$ cat config.mk
export PLATFORM = sky130hd
export DESIGN_NAME = colmap_div
export DESIGN_NICKNAME = d
export VERILOG_FILES = /design/src/rtl/colmap_pkg.sv /design/src/rtl/colmap_div.sv
export SDC_FILE = /design/constraint.sdc
export NUM_CORES = 1
export LEC_CHECK = 0
export BUFFER_PORTS_ARGS = -buffer_cell sky130_fd_sc_hd__buf_2
export CORE_UTILIZATION = 30
export DETAILED_ROUTE_END_ITERATION = 7
export PLACE_DENSITY_LB_ADDON = 0.05
export SLEW_MARGIN = 20
export SYNTH_ARGS = -nofsm -noshare
export SYNTH_HDL_FRONTEND = slang
export SYNTH_SLANG_ARGS = --single-unit
$ cat constraint.sdc
create_clock -name clk_i -period 2.67 [get_ports clk_i]
set_clock_uncertainty 0.15 [all_clocks]
set_input_delay 0.4005 -clock clk_i [delete_from_list [all_inputs] [get_ports clk_i]]
set_output_delay 0.4005 -clock clk_i [all_outputs]
set_load 0.03 [all_outputs]
$ cat src/rtl/colmap_pkg.sv
// Shared types and constants for the palette index to RGB lookup.
package colmap_pkg;

  localparam int unsigned MaxEntries = 256;
  localparam int unsigned IdxW       = 8;
  localparam int unsigned CntW       = 9;
  localparam int unsigned ChW        = 16;
  localparam int unsigned NumW       = 24;
  localparam int unsigned RcpW       = 32;

  localparam logic [ChW-1:0]  ChFull  = 16'hFFFF;
  localparam logic [18:0]     Rcp10k  = 19'(32'hFFFF_FFFF / 32'd10000);
  localparam logic [13:0]     Div10k  = 14'd10000;
  localparam logic [12:0]     BoneG   = 13'd7812;
  localparam logic [12:0]     BoneB   = 13'd4975;

  // Color map codes
  typedef enum logic [1:0] {
    MAP_GRAY = 2'd0,
    MAP_HOT  = 2'd1,
    MAP_COOL = 2'd2,
    MAP_BONE = 2'd3
  } map_e;

  // Register indexes on the config port
  typedef enum logic [7:0] {
    REG_MAP_SELECT  = 8'd0,
    REG_COLOR_COUNT = 8'd1
  } reg_e;

  // Hot map segment
  typedef enum logic [1:0] {
    SEG_RED   = 2'd0,
    SEG_GREEN = 2'd1,
    SEG_BLUE  = 2'd2
  } seg_e;

  // Reciprocal setup sequencer
  typedef enum logic [1:0] {
    ST_LOAD,
    ST_WAIT,
    ST_RUN
  } cal_state_e;

  // Request to the serial divider
  typedef struct packed {
    logic             start;
    logic [RcpW-1:0]  dividend;
    logic [CntW-1:0]  divisor;
  } div_req_t;

endpackage

$ cat src/rtl/colmap_div.sv
// Bit-serial restoring divider, 32-bit dividend, 9-bit divisor.
module colmap_div import colmap_pkg::*; (
  input  logic            clk_i,
  input  logic            rst_ni,
  input  div_req_t        req_i,
  output logic            done_o,
  output logic [RcpW-1:0] quot_o
);

  logic            busy_q, busy_d;
  logic [4:0]      cnt_q, cnt_d;
  logic [CntW-1:0] rem_q, rem_d;
  logic [RcpW-1:0] dvd_q, dvd_d;
  logic [RcpW-1:0] quo_q, quo_d;
  logic [CntW-1:0] dvs_q, dvs_d;
  logic            done_q, done_d;
  logic [CntW:0]   rem_sh;
  logic [CntW:0]   rem_sub;
  logic            fits;

  // One quotient bit per cycle
  always_comb begin
    rem_sh  = {rem_q, dvd_q[RcpW-1]};
    fits    = (rem_sh >= {1'b0, dvs_q});
    rem_sub = rem_sh - {1'b0, dvs_q};
    busy_d  = busy_q;
    cnt_d   = cnt_q;
    rem_d   = rem_q;
    dvd_d   = dvd_q;
    quo_d   = quo_q;
    dvs_d   = dvs_q;
    done_d  = 1'b0;
    if (req_i.start) begin
      busy_d = 1'b1;
      cnt_d  = '0;
      rem_d  = '0;
      dvd_d  = req_i.dividend;
      dvs_d  = req_i.divisor;
    end else if (busy_q) begin
      rem_d = fits ? rem_sub[CntW-1:0] : rem_sh[CntW-1:0];
      dvd_d = {dvd_q[RcpW-2:0], 1'b0};
      quo_d = {quo_q[RcpW-2:0], fits};
      cnt_d = cnt_q + 5'd1;
      if (cnt_q == 5'd31) begin
        busy_d = 1'b0;
        done_d = 1'b1;
      end
    end
  end

  always_ff @(posedge clk_i or negedge rst_ni) begin
    if (!rst_ni) begin
      busy_q <= 1'b0;
      done_q <= 1'b0;
    end else begin
      busy_q <= busy_d;
      done_q <= done_d;
    end
  end

  always_ff @(posedge clk_i) begin
    cnt_q <= cnt_d;
    rem_q <= rem_d;
    dvd_q <= dvd_d;
    quo_q <= quo_d;
    dvs_q <= dvs_d;
  end

  assign done_o = done_q;
  assign quot_o = quo_q;

endmodule

* After elaboration in Yosys (flattened, before gate mapping)
Index checks and enable logic that the tools add are counted.
Widths: inputs -> output; s select.
** Word-level totals
- Register bits after elaboration :: 89
- Input bits :: 44
- Output and inout bits :: 33
- Word-level logic and storage cells :: 23
** Operators by class
- $add $sub $neg :: 2
- Order comparisons :: 1
- Equality and inequality tests :: 1
- Multiplexer cells :: 9
- Bitwise logic cells :: 1
- Reductions and logical operators :: 2
** Operators by type and width (count)
- $mux 32 :: 2
- $ge 10x9->1 :: 1
- $mux 9 :: 1
- $sub 9x9->9 :: 1
- $mux 1 :: 6
- $add 5x1->5 const B :: 1
- $eq 5x5->1 const B :: 1
- $reduce_and 2->1 :: 1
- $reduce_bool 2->1 :: 1
- $not 1->1 :: 1

* Logic depth before layout (Yosys ltp)
Gate-level depths: netlist of run 1.
- Word-level depth :: 4
- Depth in mapped cells :: 10
- Depth with buffers taken out :: 9

* Least setup slack after synthesis of run 1
OpenSTA, ideal clock, no wires.
- Path type :: reg2reg
- Start :: reg dvd_q[31]
- End :: reg rem_q[1]
- Setup time :: 128 ps
- Data arrival time :: 2160 ps
- Data required time :: 2392 ps
- Setup slack :: 232 ps
- Stages on the path, launching flop included :: 11
- Clock period less this slack :: 2438 ps
- Cell sequence :: edfxtp_1 -> inv_1 -> ha_1 -> inv_1 -> fa_1 -> a211oi_2 -> o31ai_4 -> a211oi_4 -> buf_6 -> mux2i_1 -> o21ai_1
** Between the ends
- Word-level cells in the longest chain between the ends :: 2
- Elaborated cells between the ends (all ways) :: 3
** Ends and longest elaborated chain
- start, declared :: line colmap_div.sv:13 : logic [RcpW-1:0] dvd_q, dvd_d;
- start signal, assigned :: line colmap_div.sv:64 : dvd_q <= dvd_d;
- $sub 9x9->9 or $ge 10x9->1 (tied branches) :: line colmap_div.sv:25, colmap_div.sv:24
- $mux 9 * :: line colmap_div.sv:40 : rem_d = fits ? rem_sub[CntW-1:0] : rem_sh[CntW-1:0];
- end signal, assigned :: line colmap_div.sv:63 : rem_q <= rem_d;
- end, declared :: line colmap_div.sv:12 : logic [CntW-1:0] rem_q, rem_d;
Every way passes the cells marked *; elsewhere a longest branch is shown, timed or not.
A chain may end at the register's enable or synchronous reset.

* Worst setup path after layout of run 1
- Start :: reg dvd_q[31]
- End :: reg rem_q[6]
Same word-level chain as after synthesis.

==> flow_summary.toml, run 1 <==
[floorplan]
die_h_um = 113
die_area_um2 = 12700
coreArea_um2 = 12000
die_w_um = 113
io_pins = 77
rows = 40
start_util_pct = 30.7

[critical_path]
r2r-end = "rem_q[6]"
setup.worst_path.class = "flip-flop to flip-flop"
arrival_ns = 2.54
cp-start-kind = "flip-flop"
r2r_start = "dvd_q[31]"
r2r_cells = 10
path_max_fanout = 12
crit_path_end_kind = "flip-flop"
cp_data_required_time_ns = 2.75
rrSetupSlack_ns = 0.22

[timing]
rsz0062_at_grt = "false"
slew_violations = 0
fmax_mhz = 408
final_hold_viol_count = 0
layout_worst_path_cycle_share_pct = 91.9
tns_ns = 0
holdWs_ns = 0.0771
tightest_slew_ns = 0.725
setup_viol = 0
fin_crit_ns = 2.45
slew_headroom_pct = 51.5

[placed_design]
dp_hpwl_um = 4540
place_congestion = 0.747
place_area_um2 = 4260
port_buffers = 76
dp_cells = 456

[finish]
layout.nets = 377
diodes = 0
seq_area_um2 = 2520
nFillCells = 1174
drive_above_1_share_pct = 40.8
syn_to_final_growth_pct = 25.1
finalInstanceArea_um2 = 4610
multi_input_area_um2 = 1070
fin_cells = 473

[yosys]
yosysSeqAreaShare_pct = 68.5
synth_area_leaders = "edfxtp_1 60%, mux2_2 9.5%, dfxtp_1 7.6%, ha_1 3.7%, mux2i_1 1.9%"
synth.cell_area_um2 = 3680
synth_top_area_share_pct = 59.5
yosys.area.top_type = "edfxtp_1"
synth_cell_types = 41
synth_fp_nets = 291
synth_cells = 235
async_flop_share_pct = 2.25
yosys.cell_count.top_type = "edfxtp_1"
synth_commonest_cells = "73 x edfxtp_1, 31 x mux2_2, 16 x inv_1"
ys_warn_count = 0
synth-seq-cells = 89
synth-main-ff-cell = "edfxtp_1"
syn_avg_cell_area_um2 = 15.7
synth_edf_count = 73

[global_route]
grt_max_degree = 47
gr-total-overflow = 0
grt_use_total_pct = 11.7
grt_pass1_wl_um = 11000
antenna_found_initial = 1
grt_pass1_vias = 2122

[drt]
wl_per_cell_um = 14.2
drt_iter0_markers = 91
drc_errors = 0
routed_wl_um = 6730
avgViaCountPerCell = 4.46
first_pass_iters = 4
postRouteAntennaNets = 0
routed-via-count = 2111

[hold_path]
holdPathStages = 1
hold_path.class = "input port to flip-flop"
holdPathEnd = "dvs_q[4]"
min_from = "req_i[4]"

[outcome]
status = "complete, no violations"

[clock_tree]
clk_latency_ns = 0.34
cts_made_buffers = 9
cts_tree = "done"
root_buffer = "clkbuf_16"
clock-sinks = 89
clk_pin_slew_ns = 0.07
clockBufferDepth = 2
cts_max_level = 3

[power]
p_leak_nw = 1.92
combPwrFrac_pct = 21.7
switching_share_pct = 27.8
clkPwrFrac_pct = 34.5
p_int_w = 0.00290
switchingPower_w = 0.00112
power.share.sequential_pct = 43.9
ir_worst_vdd_mv = 0.238
powerDensity_nw_per_um2 = 872

[flow_run]
maxCapViolCount = 0
==> flip-flops by register name (all words and copies together), names as in the netlist <==
name    flops
dvs_q       9
cnt_q       5
busy_q      1
dvd_q      32
quot_o     32
rem_q       9
done_o      1
==> routing by layer <==
layer	up-vias	share of wire [%]	GRT usage (%)
met5	-	0	0
met4	0	2.8	8.00
met3	12	6.0	4.23
met1	992	48	14.8
met2	53	43	16.7
li1	1054	-	-
==> through the flow <==
stage	setup WS (ns)	utilization, %	total power [W]
2_1_floorplan	0.232	-	0.00243
3_3_place_gp	0.138	35.5	0.00266
3_5_place_dp	0.137	35.5	0.00266
4_1_cts	0.118	38.3	0.00406
5_1_grt	0.0489	38.4	0.00423
6_report	0.217	38.4	0.00402
==> critical path, stage by stage, from the launching register on <==
cell	delay, ns
edfxtp_1	0.35
inv_1	0.08
ha_1	0.16
inv_1	0.06
fa_2	0.37
a211oi_4	0.31
o31ai_4	0.13
a211oi_4	0.29
buf_12	0.18
mux2i_1	0.19
o21ai_1	0.07
==> power groups by stage <==
stage / clock network [W] / registers (W) / logic [W]
floorplan: 0 / 0.00184 / 0.000595
global placement: 0 / 0.00180 / 0.000862
detailed placement: 0 / 0.00180 / 0.000861
CTS: 0.00143 / 0.00177 / 0.000865
global route: 0.00148 / 0.00178 / 0.000968
finish: 0.00138 / 0.00176 / 0.000870
==> layout make-up <==
type / instances / area share [%]
clock buffers: 9 / 4.89
clock inverters: 7 / 2.23
inverters: 16 / 1.30
multi-input cells: 122 / 23.1
flip-flops and latches: 89 / 54.7
well taps: 147 / 3.99
repair buffers: 83 / 9.72
==> cells by family after synthesis <==
group                    after synthesis  synth area share (%)
buffers and inverters                 24                  2.85
adder cells (fa/ha/maj)               12                  4.28
AO/OA/AOI/OAI                         31                  6.86
multiplexers                          38                  11.4
AND/OR/NAND/NOR                       33                  4.25
flip-flops                            89                  68.5
XOR/XNOR                               8                  1.90
==> cell usage in the layout (no fill, tap or decap), types with 4 or more instances in the layout <==
cell type   n
buf_2      76
edfxtp_1   73
mux2_2     31
inv_1      16
dfxtp_1    14
ha_1       11
nor2_1     10
nand2_1     9
clkbuf_16   9
mux2i_1     7
xor2_1      5
buf_4       5
o21ai_1     4
==> repair_timing <==
action	in CTS	in global routing
gates resized for setup	0	2
hold endpoints to repair	2	0
buffers inserted	0	0
hold buffers	1	0
setup endpoints to repair	0	5
==> how the worst max path moves through the flow <==
stage / start / end / slack, ns / depth (start not counted)
after global placement: dvd_q[31] / rem_q[0] / 0.14 / 10
after detailed placement: dvd_q[31] / rem_q[0] / 0.14 / 10
after CTS: dvd_q[31] / rem_q[6] / 0.12 / 10
after floorplan: dvd_q[31] / rem_q[1] / 0.23 / 10
after global routing: dvd_q[31] / rem_q[4] / 0.05 / 10
final: dvd_q[31] / rem_q[6] / 0.22 / 10
(Power assumes the default switching activity.)
==> run 2, diff against run 1 <==
Settings changed: CAP_MARGIN set to 25, CORE_UTILIZATION 30 to 40.
==> run 2 against run 1 <==
The flow now finishes with violations (design-rule violations). Core utilization grew 12 points. Non-clock buffer count decreased by 1. Fmax shrank 1.7%. Clock power fell by 36%. Wire length decreased by 12%. Critical path type unchanged. Critical endpoint is now rem_q[1]. Largest power group unchanged. Highest routed layer unchanged.
==> flow_summary.toml, run 2 (same netlist as run 1, synthesis figures left out) <==
[floorplan]
io_pins = 77
die_area_um2 = 9600
start_util_pct = 41.8
die_h_um = 98.0
rows = 34
die_w_um = 98.0
coreArea_um2 = 8810

[finish]
finalInstanceArea_um2 = 4400
final_common_cell = "buf_2"
final_cell_mix = "76 x buf_2, 73 x edfxtp_1, 31 x mux2_2, 16 x inv_1, 14 x dfxtp_1"
fin_cells = 433
drive_above_1_share_pct = 39.4
layout.nets = 376
diodes = 0
nFillCells = 778
syn_to_final_growth_pct = 19.4

[timing]
tightest_slew_ns = 0.603
slew_headroom_pct = 59.6
final_hold_viol_count = 0
holdWs_ns = 0.0727
setup_viol = 0
slew_violations = 0
fmax_mhz = 401
layout_worst_path_cycle_share_pct = 93.4
fin_crit_ns = 2.49
layout_setup_ws_ns = 0.176

[critical_path]
r2r-end = "rem_q[1]"
critical_path.startpoint = "dvd_q[31]"
worstSetupEndpoint = "rem_q[1]"
path_max_fanout = 14
rrSetupSlack_ns = 0.18
arrival_ns = 2.58
crit_path_end_kind = "flip-flop"
r2r_start = "dvd_q[31]"
cp_data_required_time_ns = 2.76
r2r_cells = 10
setup.worst_path.class = "flip-flop to flip-flop"
cp-start-kind = "flip-flop"

[clock_tree]
cts_max_level = 3
post_cts_buffers = 0
clk_latency_ns = 0.35
cts_tree = "done"
root_buffer = "clkbuf_8"
clockBufferDepth = 2
clock-sinks = 89
clk_pin_slew_ns = 0.08
cts_made_buffers = 9

[global_route]
grt_pass1_vias = 2036
antenna_found_initial = 0
grt_use_total_pct = 13.1
gr-total-overflow = 0
grt_max_degree = 44
grt_pass1_wl_um = 9640

[power]
p_leak_nw = 1.84
finalPower_w = 0.00348
powerDensity_nw_per_um2 = 791
ir_worst_vdd_mv = 0.305

[hold_path]
min_from = "req_i[2]"
holdPathStages = 1
hold_path.class = "input port to flip-flop"

[drt]
drc_errors = 7
routed-via-count = 2117
first_pass_iters = 8
wl_per_cell_um = 13.6
avgViaCountPerCell = 4.89
drt_iter0_markers = 90
routed_wl_um = 5900
postRouteAntennaNets = 0

[placed_design]
dp_hpwl_um = 4020
dp_cells = 416
place_congestion = 0.764
place_area_um2 = 4190
port_buffers = 76
dp_worst_setup_slack_ns = 0.133

[flow_run]
maxCapViolCount = 0

[outcome]
status = "finished, violations left"
violations = "design-rule violations"
run 2: timing repair:
| item | 4_1_cts | 5_1_grt |
|---|---|---|
| endpoints found under the setup margin | 0 | 6 |
| resized for setup | 0 | 2 |
| hold buffers | 1 | 0 |
| endpoints found under the hold margin | 2 | 0 |
run 2: layout make-up:
cell class                      instances  area, µm²  area share (%)
Sequential cell                        89       2520            57.3
Clock buffer                           10        128            2.90
Tap cell                              108        135            3.07
Multi-Input combinational cell        122       1060            24.2
Inverter                               16       60.1            1.37
Clock inverter                          6       58.8            1.34
Timing Repair Buffer                   82        432            9.81
run 2: critical path, stage by stage, from the launching register on:
cell and delay, ns:
edfxtp_1 0.36, inv_1 0.08, ha_1 0.16, inv_1 0.05
fa_1 0.44, a211oi_4 0.28, o31ai_4 0.13, a211oi_4 0.26
buf_6 0.19, mux2i_1 0.20, o21ai_1 0.07
run 2: worst min-delay path by stage:
stage               end  slack (ns)
5_1_grt        dvs_q[2]        0.05
3_3_place_gp     done_o        0.04
2_1_floorplan    busy_q       -0.05
4_1_cts        dvs_q[2]        0.05
3_5_place_dp     done_o        0.04
6_report       dvs_q[2]        0.07
run 2: stage by stage:
step	util, %	setup TNS [ns]
final	50.0	0
after global routing	50.0	-0.0190
after CTS	49.8	0
after detailed placement	47.6	0
after global placement	47.6	0
after floorplan	-	0
run 2: per-layer routing:
layer	part of all wire [%]	global-route usage, %	up-vias
li1	-	-	1052
met1	46	17.3	987
met2	44	19.0	71
met3	8.5	5.37	7
met4	1.3	5.59	0
met5	0	0	-
run 2: power by group:
group | internal [W] | switching (W)
Sequential | 0.00167 | 0.0000876
Clock | 0.000427 | 0.000455
Combinational | 0.000374 | 0.000462
Total | 0.00247 | 0.00101
